**config.mk**
```make
export PLATFORM = sky130hd
export DESIGN_NAME = i2c_master_bit_engine_top
export DESIGN_NICKNAME = d
export VERILOG_FILES = /design/src/i2cm_pkg.sv /design/src/i2c_master_bit_engine_top.sv /design/src/i2cm_front.sv /design/src/i2cm_queue.sv /design/src/i2cm_engine.sv
export SDC_FILE = /design/constraint.sdc
export NUM_CORES = 1
export LEC_CHECK = 0
export BUFFER_PORTS_ARGS = -buffer_cell sky130_fd_sc_hd__buf_2
export CAP_MARGIN = 20
export CORE_ASPECT_RATIO = 0.6
export CORE_UTILIZATION = 25
export CTS_BUF_LIST = sky130_fd_sc_hd__clkbuf_4 sky130_fd_sc_hd__clkbuf_8 sky130_fd_sc_hd__clkbuf_16
export CTS_CLUSTER_SIZE = 14
export DETAILED_ROUTE_END_ITERATION = 8
export PLACE_DENSITY_LB_ADDON = 0.12
export SLEW_MARGIN = 20
export SYNTH_ARGS = -nofsm -noshare
export SYNTH_HDL_FRONTEND = slang
export SYNTH_SLANG_ARGS = --single-unit
```
**constraint.sdc**
```tcl
create_clock -name clk_i -period 2.8 [get_ports clk_i]
set_clock_uncertainty 0.1 [all_clocks]
set_input_delay 0.14 -clock clk_i [delete_from_list [all_inputs] [get_ports clk_i]]
set_output_delay 0.14 -clock clk_i [all_outputs]
set_load 0.005 [all_outputs]
```
**src/i2cm_pkg.sv**
```systemverilog
// Shared types and constants for the I2C master bit engine.
`default_nettype none
package i2cm_pkg;

  localparam int unsigned QUEUE_DEPTH = 2;
  localparam int unsigned CFG_IDX_W   = 2;
  localparam int unsigned CFG_DATA_W  = 16;

  localparam logic [CFG_IDX_W-1:0] CFG_PHASE_TICKS = 2'd0;
  localparam logic [CFG_IDX_W-1:0] CFG_ACK_LIMIT   = 2'd1;

  localparam logic [15:0] PHASE_TICKS_RST = 16'd4;
  localparam logic [7:0]  ACK_LIMIT_RST   = 8'd250;

  typedef enum logic [2:0] {
    OP_NONE      = 3'd0,
    OP_START     = 3'd1,
    OP_STOP      = 3'd2,
    OP_WRITE     = 3'd3,
    OP_READ      = 3'd4,
    OP_WAIT_ACK  = 3'd5,
    OP_SEND_ACK  = 3'd6,
    OP_SEND_NACK = 3'd7
  } op_e;

  typedef struct packed {
    logic [2:0] operation;
    logic [7:0] tx_byte;
    logic       sda_in;
  } in_item_t;

  typedef struct packed {
    op_e        cmd;
    logic       has_cmd;
    logic [7:0] tx_byte;
    logic       sda_in;
  } tick_t;

  typedef struct packed {
    logic       scl_out;
    logic       sda_out;
    logic       busy_res;
    logic       done_res;
    logic [7:0] rx_byte;
    logic       ack_ok;
  } out_item_t;

endpackage
`default_nettype wire

```
**src/i2c_master_bit_engine_top.sv**
```systemverilog
// Top level of the I2C master bit engine.
// One transaction on the input channel is one bus tick, and every tick yields exactly one
// result transaction with the open-drain drive levels, busy/done flags, last read byte
// and last ack status. The engine takes one tick per clock cycle sustained while the output
// is not stalled; a tick's result passes through the input register, the tick queue and the
// engine output register. Phase length and ack timeout are set through the config port, which
// is always ready and must only be written while no tick is in flight. Index 0 is the
// phase length in ticks (0 acts as 1), index 1 the ack poll limit; other indexes are ignored.
`default_nettype none
module i2c_master_bit_engine_top
  import i2cm_pkg::*;
#(
  parameter int unsigned QueueDepth = QUEUE_DEPTH
) (
  input  wire logic                  clk_i,
  input  wire logic                  rst_ni,
  input  wire logic                  in_valid_i,
  output logic                       in_stall_o,
  input  wire in_item_t              in_item_i,
  output logic                       out_valid_o,
  input  wire logic                  out_stall_i,
  output out_item_t                  out_item_o,
  input  wire logic                  cfg_valid_i,
  output logic                       cfg_ready_o,
  input  wire logic [CFG_IDX_W-1:0]  cfg_index_i,
  input  wire logic [CFG_DATA_W-1:0] cfg_data_i
);

  logic  push;
  tick_t push_data;
  logic  full;
  logic  pop;
  logic  tick_valid;
  tick_t tick;

  assign cfg_ready_o = 1'b1;

  i2cm_front u_front (
    .clk_i       (clk_i),
    .rst_ni      (rst_ni),
    .in_valid_i  (in_valid_i),
    .in_stall_o  (in_stall_o),
    .in_item_i   (in_item_i),
    .push_o      (push),
    .push_data_o (push_data),
    .full_i      (full)
  );

  i2cm_queue #(
    .Depth (QueueDepth)
  ) u_queue (
    .clk_i       (clk_i),
    .rst_ni      (rst_ni),
    .push_i      (push),
    .push_data_i (push_data),
    .full_o      (full),
    .pop_i       (pop),
    .valid_o     (tick_valid),
    .pop_data_o  (tick)
  );

  i2cm_engine u_engine (
    .clk_i        (clk_i),
    .rst_ni       (rst_ni),
    .cfg_valid_i  (cfg_valid_i && cfg_ready_o),
    .cfg_index_i  (cfg_index_i),
    .cfg_data_i   (cfg_data_i),
    .tick_valid_i (tick_valid),
    .tick_i       (tick),
    .pop_o        (pop),
    .out_valid_o  (out_valid_o),
    .out_stall_i  (out_stall_i),
    .out_item_o   (out_item_o)
  );

endmodule
`default_nettype wire

```
**src/i2cm_front.sv**
```systemverilog
// Input stage: accepts ticks, decodes the command code, feeds the queue.
`default_nettype none
module i2cm_front
  import i2cm_pkg::*;
(
  input  wire logic     clk_i,
  input  wire logic     rst_ni,
  input  wire logic     in_valid_i,
  output logic          in_stall_o,
  input  wire in_item_t in_item_i,
  output logic          push_o,
  output tick_t         push_data_o,
  input  wire logic     full_i
);

  logic  valid_q;
  tick_t tick_q;
  tick_t tick_d;
  logic  accept;

  always_comb begin
    tick_d.cmd     = op_e'(in_item_i.operation);
    tick_d.has_cmd = (in_item_i.operation != OP_NONE);
    tick_d.tx_byte = in_item_i.tx_byte;
    tick_d.sda_in  = in_item_i.sda_in;
  end

  assign push_o      = valid_q && !full_i;
  assign in_stall_o  = valid_q && full_i;
  assign accept      = in_valid_i && !in_stall_o;
  assign push_data_o = tick_q;

  always_ff @(posedge clk_i or negedge rst_ni) begin
    if (!rst_ni) begin
      valid_q <= 1'b0;
    end else if (accept) begin
      valid_q <= 1'b1;
    end else if (push_o) begin
      valid_q <= 1'b0;
    end
  end

  always_ff @(posedge clk_i) begin
    if (accept) begin
      tick_q <= tick_d;
    end
  end

endmodule
`default_nettype wire

```
**src/i2cm_queue.sv**
```systemverilog
// Small FIFO of decoded ticks between the input stage and the engine.
`default_nettype none
module i2cm_queue
  import i2cm_pkg::*;
#(
  parameter int unsigned Depth = QUEUE_DEPTH
) (
  input  wire logic  clk_i,
  input  wire logic  rst_ni,
  input  wire logic  push_i,
  input  wire tick_t push_data_i,
  output logic       full_o,
  input  wire logic  pop_i,
  output logic       valid_o,
  output tick_t      pop_data_o
);

  localparam int unsigned PtrW = (Depth > 1) ? $clog2(Depth) : 1;
  localparam int unsigned CntW = $clog2(Depth + 1);
  localparam logic [PtrW-1:0] LastPtr = PtrW'(Depth - 1);
  localparam logic [CntW-1:0] FullCnt = CntW'(Depth);

  tick_t           mem_q [Depth];
  logic [PtrW-1:0] wr_ptr_q;
  logic [PtrW-1:0] rd_ptr_q;
  logic [CntW-1:0] count_q;
  logic            do_push;
  logic            do_pop;

  assign full_o     = (count_q == FullCnt);
  assign valid_o    = (count_q != '0);
  assign do_push    = push_i && !full_o;
  assign do_pop     = pop_i && valid_o;
  assign pop_data_o = mem_q[rd_ptr_q];

  always_ff @(posedge clk_i or negedge rst_ni) begin
    if (!rst_ni) begin
      wr_ptr_q <= '0;
      rd_ptr_q <= '0;
      count_q  <= '0;
    end else begin
      if (do_push) begin
        wr_ptr_q <= (wr_ptr_q == LastPtr) ? '0 : wr_ptr_q + 1'b1;
      end
      if (do_pop) begin
        rd_ptr_q <= (rd_ptr_q == LastPtr) ? '0 : rd_ptr_q + 1'b1;
      end
      if (do_push && !do_pop) begin
        count_q <= count_q + 1'b1;
      end else if (do_pop && !do_push) begin
        count_q <= count_q - 1'b1;
      end
    end
  end

  always_ff @(posedge clk_i) begin
    if (do_push) begin
      mem_q[wr_ptr_q] <= push_data_i;
    end
  end

endmodule
`default_nettype wire

```
**src/i2cm_engine.sv**
```systemverilog
// Bus sequencer: runs line phases one tick per step, holds config and result register.
`default_nettype none
module i2cm_engine
  import i2cm_pkg::*;
(
  input  wire logic                  clk_i,
  input  wire logic                  rst_ni,
  input  wire logic                  cfg_valid_i,
  input  wire logic [CFG_IDX_W-1:0]  cfg_index_i,
  input  wire logic [CFG_DATA_W-1:0] cfg_data_i,
  input  wire logic                  tick_valid_i,
  input  wire tick_t                 tick_i,
  output logic                       pop_o,
  output logic                       out_valid_o,
  input  wire logic                  out_stall_i,
  output out_item_t                  out_item_o
);

  typedef enum logic [4:0] {
    S_IDLE, S_ST_A, S_ST_B, S_ST_C, S_SP_A, S_SP_B, S_SP_C,
    S_WR_D, S_WR_H, S_WR_L, S_RD_H, S_RD_S, S_RD_L,
    S_WA_R, S_WA_H, S_WA_P, S_WA_L, S_AK_A, S_AK_H, S_AK_L,
    S_NK_A, S_NK_H, S_NK_L
  } state_e;

  logic [15:0] phase_ticks_q;
  logic [7:0]  ack_limit_q;

  state_e      state_q, state_d, target;
  logic [15:0] phase_q, phase_d, phase_load;
  logic [2:0]  bit_q, bit_d;
  logic [7:0]  shift_q, shift_d;
  logic [7:0]  poll_q, poll_d;
  logic        scl_q, scl_d;
  logic        sda_q, sda_d;
  logic        ack_q, ack_d;
  logic [7:0]  rx_q, rx_d;
  logic        done;
  logic        go;
  logic        out_valid_q;
  out_item_t   out_q;
  logic        step;

  assign step        = tick_valid_i && (!out_valid_q || !out_stall_i);
  assign pop_o       = step;
  assign out_valid_o = out_valid_q;
  assign out_item_o  = out_q;
  assign phase_load  = (phase_ticks_q == '0) ? '0 : phase_ticks_q - 16'd1;

  always_comb begin
    state_d = state_q;
    phase_d = phase_q;
    bit_d   = bit_q;
    shift_d = shift_q;
    poll_d  = poll_q;
    scl_d   = scl_q;
    sda_d   = sda_q;
    ack_d   = ack_q;
    rx_d    = rx_q;
    done    = 1'b0;
    go      = 1'b0;
    target  = S_IDLE;

    if (state_q == S_IDLE) begin
      go = tick_i.has_cmd;
      unique case (tick_i.cmd)
        OP_START:     target = S_ST_A;
        OP_STOP:      target = S_SP_A;
        OP_WRITE: begin
          shift_d = tick_i.tx_byte;
          bit_d   = '0;
          target  = S_WR_D;
        end
        OP_READ: begin
          shift_d = '0;
          bit_d   = '0;
          target  = S_RD_H;
        end
        OP_WAIT_ACK: begin
          poll_d = '0;
          target = S_WA_R;
        end
        OP_SEND_ACK:  target = S_AK_A;
        OP_SEND_NACK: target = S_NK_A;
        default:      target = S_IDLE;
      endcase
    end else if (state_q == S_WA_P) begin
      if (!tick_i.sda_in) begin
        go     = 1'b1;
        target = S_WA_L;
      end else if (poll_q >= ack_limit_q) begin
        ack_d  = 1'b0;
        go     = 1'b1;
        target = S_SP_A;
      end else begin
        poll_d = poll_q + 8'd1;
      end
    end else if (phase_q != '0) begin
      phase_d = phase_q - 16'd1;
    end else begin
      go = 1'b1;
      unique case (state_q)
        S_ST_A: target = S_ST_B;
        S_ST_B: target = S_ST_C;
        S_SP_A: target = S_SP_B;
        S_SP_B: target = S_SP_C;
        S_WR_D: target = S_WR_H;
        S_WR_H: target = S_WR_L;
        S_WR_L: begin
          if (bit_q != 3'd7) begin
            bit_d  = bit_q + 3'd1;
            target = S_WR_D;
          end else begin
            go = 1'b0;
          end
        end
        S_RD_H: target = S_RD_S;
        S_RD_S: target = S_RD_L;
        S_RD_L: begin
          if (bit_q != 3'd7) begin
            bit_d  = bit_q + 3'd1;
            target = S_RD_H;
          end else begin
            rx_d = shift_q;
            go   = 1'b0;
          end
        end
        S_WA_R: target = S_WA_H;
        S_WA_H: target = S_WA_P;
        S_WA_L: begin
          ack_d = 1'b1;
          go    = 1'b0;
        end
        S_AK_A: target = S_AK_H;
        S_AK_H: target = S_AK_L;
        S_AK_L: begin
          sda_d = 1'b1;
          go    = 1'b0;
        end
        S_NK_A: target = S_NK_H;
        S_NK_H: target = S_NK_L;
        default: go = 1'b0;
      endcase
      if (!go) begin
        state_d = S_IDLE;
        phase_d = '0;
        done    = 1'b1;
      end
    end

    if (go) begin
      state_d = target;
      phase_d = phase_load;
      unique case (target)
        S_ST_A: begin
          sda_d = 1'b1;
          scl_d = 1'b1;
        end
        S_ST_B, S_SP_A, S_AK_A: sda_d = 1'b0;
        S_ST_C, S_WR_L, S_RD_L, S_WA_L, S_AK_L, S_NK_L: scl_d = 1'b0;
        S_SP_B, S_WR_H, S_AK_H, S_NK_H, S_WA_H: scl_d = 1'b1;
        S_SP_C, S_WA_R, S_NK_A: sda_d = 1'b1;
        S_WR_D: begin
          sda_d   = shift_d[7];
          shift_d = {shift_d[6:0], 1'b0};
        end
        S_RD_H: begin
          sda_d   = 1'b1;
          scl_d   = 1'b1;
          shift_d = {shift_d[6:0], 1'b0};
        end
        S_RD_S: shift_d = {shift_d[7:1], shift_d[0] | tick_i.sda_in};
        default: ;
      endcase
    end
  end

  always_ff @(posedge clk_i or negedge rst_ni) begin
    if (!rst_ni) begin
      phase_ticks_q <= PHASE_TICKS_RST;
      ack_limit_q   <= ACK_LIMIT_RST;
      state_q       <= S_IDLE;
      phase_q       <= '0;
      bit_q         <= '0;
      shift_q       <= '0;
      poll_q        <= '0;
      scl_q         <= 1'b1;
      sda_q         <= 1'b1;
      ack_q         <= 1'b0;
      rx_q          <= '0;
      out_valid_q   <= 1'b0;
      out_q         <= '0;
    end else begin
      if (cfg_valid_i) begin
        unique case (cfg_index_i)
          CFG_PHASE_TICKS: phase_ticks_q <= cfg_data_i;
          CFG_ACK_LIMIT:   ack_limit_q   <= cfg_data_i[7:0];
          default: ;
        endcase
      end
      if (step) begin
        state_q        <= state_d;
        phase_q        <= phase_d;
        bit_q          <= bit_d;
        shift_q        <= shift_d;
        poll_q         <= poll_d;
        scl_q          <= scl_d;
        sda_q          <= sda_d;
        ack_q          <= ack_d;
        rx_q           <= rx_d;
        out_valid_q    <= 1'b1;
        out_q.scl_out  <= scl_d;
        out_q.sda_out  <= sda_d;
        out_q.busy_res <= (state_d != S_IDLE);
        out_q.done_res <= done;
        out_q.rx_byte  <= rx_d;
        out_q.ack_ok   <= ack_d;
      end else if (!out_stall_i) begin
        out_valid_q <= 1'b0;
      end
    end
  end

endmodule
`default_nettype wire

```
# == Word level (Yosys, flattened, before mapping) ==
# Memories as Yosys holds them, arrays and structs flattened.
# Index checks and enable logic that the tools add are counted.
# totals
ram_bits,26
mem_count,1
register_bits,98
out_inout_bits,16
wordCells,218
inputBits,35
# mem_list
name,depth,word_bits,rd,rd_clocked_by_memory_dff,wr,line,rtl
u_queue.mem_q,2,13,1,0,1,i2cm_queue.sv:23,tick_t mem_q [Depth];
# op_classes
n_reduce_logical,44
eq_ne,62
n_bitwise,5
magnitude_cmp,1
muxes,73
add_sub_neg,8
# op_table
cell,n
2-to-1 mux 16 bit,6
case mux 5 bit (16 select lines),1
"== test 5 x 4 -> 1 bit, second input constant",15
"== test 5 bit, second input constant",13
2-to-1 mux 8 bit,7
2-to-1 mux 5 bit,9
"== test 5 x 3 -> 1 bit, second input constant",7
case mux 5 bit (7 select lines),1
2-to-1 mux 1 bit,33
case mux 8 bit (2 select lines),2
"subtractor 16 x 1 -> 16 bit, second input constant",2
2-to-1 mux 3 bit,8
AND reduction 6 bit,3
logical NOT 16 bit,1
"inequality test 2 x 1 -> 1 bit, second input constant",8
nonzero test 16 bit,1
nonzero test 2 bit,8
"== test 5 x 2 -> 1 bit, second input constant",3
OR reduction 14 bit,1
"== test 3 bit, second input constant",4
"== test 5 x 1 -> 1 bit, second input constant",2
"adder 8 x 1 -> 8 bit, second input constant",1
greater-or-equal comparator 8 bit,1
logical AND 1 bit,8
31 further kinds,48

# == Logic depth before layout (Yosys ltp) ==
# depth
word_depth,12
depth_mapped,12
ltp_nobuf,10

# == Hierarchy ==
# A second synthesis with hierarchy kept.
# unflattened
cells_unflattened,652
hier_area_um2,6955.4
# by_module_without_submodules
mod,n_inst,area_per_inst_um2,seq_area_each_um2,cells_per_inst
i2cm_engine,1,5353.9,2013.2,572
i2cm_queue,1,1141.1,880.8,59
i2cm_front,1,449.2,415.4,19
i2c_master_bit_engine_top,1,11.3,0.0,2

# == Worst setup path after synthesis ==
# OpenSTA, ideal clock, no wires.
# synth_timing
path_kind,register to register
from,register u_engine.phase_q[0]
to,register u_engine.shift_q[1]
synth_period_minus_slack_ns,3.121
setup_slack_ns,-0.321
path_buffers,1
setup_ns,0.126
path_stages_with_launch,11
required_time_ns,2.574
arrival_ns,2.895
cell_sequence,dfrtp_1 -> inv_1 -> ha_1 -> or4b_4 -> nor4b_4 -> o2111a_4 -> nand2_4 -> a2111oi_2 -> o211ai_2 -> buf_6 -> a221o_1
# synth_between
elab_chain_len,8
word_cells_on_any_way,13
cone_classes,eq/ne: 3; mux: 8; reduce/logical: 2
# synth_lines
item,line,rtl
from (decl),i2cm_engine.sv:30,"logic [15:0] phase_q, phase_d, phase_load;"
from (signal assigned),i2cm_engine.sv:203,phase_q <= phase_d;
nonzero test 16 bit *,i2cm_engine.sv:98,end else if (phase_q != '0) begin
2-to-1 mux 5 bit,i2cm_engine.sv:98,
2-to-1 mux 5 bit,i2cm_engine.sv:87,end else if (state_q == S_WA_P) begin
2-to-1 mux 5 bit,i2cm_engine.sv:64,if (state_q == S_IDLE) begin
== test 5 x 3 -> 1 bit / == test 5 x 4 -> 1 bit (equally long branches),i2cm_engine.sv:154,unique case (target)
OR reduction 2 bit (no source line),n/a,
case mux 8 bit (2 select lines),i2cm_engine.sv:154,
2-to-1 mux 8 bit *,i2cm_engine.sv:151,if (go) begin
to (signal assigned),i2cm_engine.sv:205,shift_q <= shift_d;
to (decl),i2cm_engine.sv:32,"logic [7:0] shift_q, shift_d;"
# Every way passes the cells marked *; elsewhere a longest branch is shown, timed or not.
# A chain may end at the register's enable or synchronous reset.

# == Worst setup path in the final report ==
# layout_timing
from,register u_engine.phase_q[1]
to,register u_engine.shift_q[1]
# The elaborated chain is that of the path after synthesis.

==> summary.md <==
| Metric | Value |
|---|---|
| #FFs+latches synth | roughly 120 |
| Clock Latency Late Sink | 430 ps |
| CP most frequent cell | buf_4 |
| Final ANT Viol Nets | 0 |
| Post-layout min period | around 3000 ps |
| DR vias/cell | about 4.8 |
| IO buf count | roughly 50 |
| Starting Density | 25.8% |
| Synth Cell Area | 6640 sq um |
| Number of flops mapped to enable cells by yosys | 39 |
| Async S/R FF share, synth | roughly 69% |
| Hold/Removal Path Class | input port to flip-flop |
| Nets | 887 |
| Worst path required time | 3020 ps |
| Final setup fails | 13 |
| Violated checks | negative setup slack |
| CP Max Fanout | 6 |
| Switch Pwr | ~2.3 mW |
| Status | complete, but fails checks |
| Seq pwr share | between 30% and 40% |
| P&R area growth vs syn | 44.8% |
| FF-to-FF setup slack | -220 ps |
| Synth Area per Inst | around 10 sq um |
| Initial DRC Count | ~460 |
| CTS max path bufs | 2 |
| Layout cells sized above 1 | 39.8% |
| Clock power share | 32.1% |
| LEAKAGE | between 3 and 4 nW |
| Met3 GRT Util | between 3 and 4% |
| Num ports | 51 |
| Gr busiest metal | met1 |
| DRC Markers | 0 |
| Register area share after synthesis | approximately half |
| Gr ovfl total | 0 |
| CTS sink cnt | about 120 |
| Clk pin slew, worst setup/hold paths | approximately 60 ps |
| Root Buffer | clkbuf_16 |
| Initial antenna violation count | 0 |
| Number of max-cap violations | 0 |
| Gpl congestion | 0.835 |
| Post-synth top flop | dfrtp_1 |
| CP top delay family | simple AND/OR/NAND/NOR gates |
| Hold Slack | about 130 ps |
| Slowest cell on crit path | or4b_4 |
| Largest net degree at the start of global routing | 49 |
| Hold Vio Cnt, Final | 0 |
| # rows | 45 |
| WL final | 20100 um |
| Fmax | approximately 330 MHz |
| M2 GR Usage | 20.8% |
| Final period utilization | 108% |
| Routed wire per std cell | 16.7 um |
| Vias in the first global route | ~5600 |
| Syn nets | 690 |
| Final worst slack | -217 ps |
| CTS tree | built |
| Sw frac | between 30% and 40% |
| Critical path buffers and inverters | 3 |
| P_int | around 4.6 mW |
| Startpoint Class | flip-flop |
| CP Data Arrival Time | 3230 ps |
| Die W | around 210 um |
| Unique masters post-synth | between 70 and 80 |
| Die H | between 100 and 150 um |
| Cells after Synth | approximately 640 |
| N_diodes | 0 |
| Critical path type | flip-flop to flip-flop |
| Total GRT Usage | ~15% |
| First-pass GRT wire length | 31500 um |
| Fin. max-slew vios | 0 |
| Slew margin rel. | a little over two fifths |
| HPWL after DPL | between 10000 and 15000 um |
| Crit. End Element | flip-flop |
| RSZ-0062 raised after global routing | yes |
| Maximum VDD drop | approximately 0.00043 V |
| Met1 Track Usage GR | between 20% and 30% |
| CTS Buf Count | 17 |
| Die area | roughly 27000 sq um |
| Setup TNS Final | -2130 ps |
| Worst Max-Slew Pin Slew | 846 ps |
| Crit-path cells | inv_2 > ha_4 > or4b_4 > nor4b_4 > o2111a_4 > buf_4 > a21oi_2 > nor4_4 > o211ai_4 > buf_4 > a221o_1 |
| Detailed-route via count | 5721 |
| Pwr per Cell Area | 718 nW/um^2 |
| TritonRoute pass-1 iters | 5 |
| Yosys warning count | 0 |
| Comb pwr share | a little over 30% |
| CP max stage delay | 490 ps |
| Core area | approximately 26000 sq um |
| Htree depth | 4 |
==> Yosys cell counts (all sizes together) (3+ instances only) <==
library cell	count	area share [%]
a2bb2oi	5	0.66
a21o	4	0.45
a22oi	10	1.1
dfstp	9	3.6
edfxtp	39	18
a221o	3	0.45
nand2	50	2.9
and2	5	0.47
or4	3	0.34
o21a	5	0.57
nand3	15	1.1
or2	3	0.28
o21ai	50	3.8
ha	14	2.6
nor3	22	1.7
xor2	12	1.6
or3	8	0.75
nor4	6	0.85
mux2i	14	2.1
and3	7	0.66
a21oi	37	2.8
nor2	64	3.6
a2111oi	4	0.62
nand2b	10	0.94
o211ai	5	0.64
buf	12	1.0
clkbuf	20	1.1
mux2	32	5.4
o22ai	4	0.38
a31oi	6	0.57
nand4	4	0.38
nand3b	6	0.68
dfrtp	76	29
xnor2	14	1.8
inv	19	1.1
a22o	5	0.68
==> logic make-up (layout without fill, tap and decap cells) <==
| group | count (synthesis) | in the layout | share of synthesized area, % |
|---|---|---|---|
| simple gates | 210 | 211 | 15.8 |
| compound gates | 169 | 169 | 17.4 |
| flops | 124 | 124 | 49.9 |
| buf+inv | 51 | 260 | 3.22 |
| mux | 46 | 46 | 7.54 |
| xor+xnor | 26 | 26 | 3.43 |
| fa+ha+maj | 14 | 14 | 2.64 |
| other cells | 1 | 1 | 0.0565 |
==> path summary, 6_finish.rpt <==
kind / depth (start not counted) / from / end
max reg2reg: 11 / u_engine.phase_q[1] / u_engine.shift_q[1]
min in group asynchronous: 2 / rst_ni / u_engine.ack_limit_q[2]
min: 4 / cfg_index_i[1] / u_engine.phase_ticks_q[1]
max in group asynchronous: 3 / rst_ni / u_engine.ack_limit_q[7]
max: 11 / u_engine.phase_q[1] / u_engine.shift_q[1]
min reg2reg: 0 / u_front.push_data_o[4] / u_queue.mem_q[0][4]
==> flip-flops by register name (all words and copies together) (netlist names) <==
name / count
u_engine.bit_q: 3
u_queue.mem_q: 26
u_engine.scl_q: 1
u_queue.rd_ptr_q: 1
u_engine.out_item_o: 12
u_engine.poll_q: 8
u_engine.shift_q: 8
u_engine.ack_q: 1
u_engine.ack_limit_q: 8
u_queue.wr_ptr_q: 1
u_engine.phase_ticks_q: 16
u_engine.sda_q: 1
u_engine.state_q: 5
u_engine.phase_q: 16
u_queue.count_q: 2
u_front.push_data_o: 13
u_engine.out_valid_o: 1
u_front.valid_q: 1
==> tightest hold or removal path, cell delays in order <==
cell and delay [ps]:
buf_2 90, nor3b_2 40, buf_4 200, o21ai_0 160
==> metal layers <==
metal	wire length, um	share of wire (%)
met2	8070	40
met4	261	1.3
met3	914	4.6
met5	0	0
met1	10800	54
==> cells in the final DEF (no fill, tap or decap), types with 5 or more instances in the layout <==
cell type,netlist,layout
clkbuf_16,0,17
buf_6,1,9
and3_1,7,7
or3_1,8,8
nor2_4,0,5
nand2b_1,10,9
xor2_1,12,12
nor3_1,22,21
o21ai_0,48,36
inv_1,19,15
dfrtp_1,76,76
a22oi_1,10,7
mux2_2,32,32
nor2_1,64,57
dfstp_2,9,9
a21oi_2,0,10
ha_4,0,5
o21ai_1,2,11
nand2_1,49,43
o21a_1,5,5
nand3b_1,6,6
a21oi_1,37,26
xnor2_1,14,14
a31oi_1,6,6
dlygate4sd3_1,0,31
clkinv_4,0,5
ha_1,14,8
nand3_1,15,13
mux2i_1,14,12
edfxtp_1,39,39
buf_4,2,117
buf_2,6,48
==> power by group through the flow <==
stage	Combinational (mW)	Clock [mW]	Sequential, mW
final	2.11	2.21	2.57
after global routing	2.31	2.34	2.62
after CTS	2.01	2.27	2.57
after detailed placement	1.93	0	2.60
after global placement	1.90	0	2.59
after floorplan	1.17	0	2.53
==> stage by stage <==
step | utilization (%) | setup WS [ps] | total power, mW | area [sq um] | cells
after floorplan | - | -202 | 3.69 | 6670 | 641
after global routing | 37.4 | -328 | 7.28 | 9610 | 1203
final | 37.4 | -217 | 6.90 | 9610 | 1203
after detailed placement | 31.6 | -417 | 4.53 | 8120 | 1124
after global placement | 31.6 | -351 | 4.49 | 8120 | 1124
after CTS | 35.9 | -238 | 6.84 | 9230 | 1194
==> what timing repair did <==
item | in CTS | in global routing
cloned | 1 | 1
hold buffers | 31 | 0
buffers inserted | 6 | 9
hold endpoints to repair | 76 | 0
endpoints found under the setup margin | 45 | 46
resized for setup | 40 | 71
pin swaps | 12 | 23
==> cell type report <==
type                            instances  area, sq um
Inverter                               19         71.3
Timing Repair Buffer                  209         1610
Clock inverter                         14          146
Multi-Input combinational cell        467         3590
Tap cell                              352          440
Clock buffer                           18          439
Fill cell                            2553        16100
Sequential cell                       124         3310
Note: power is estimated with default switching activity, not from simulation.
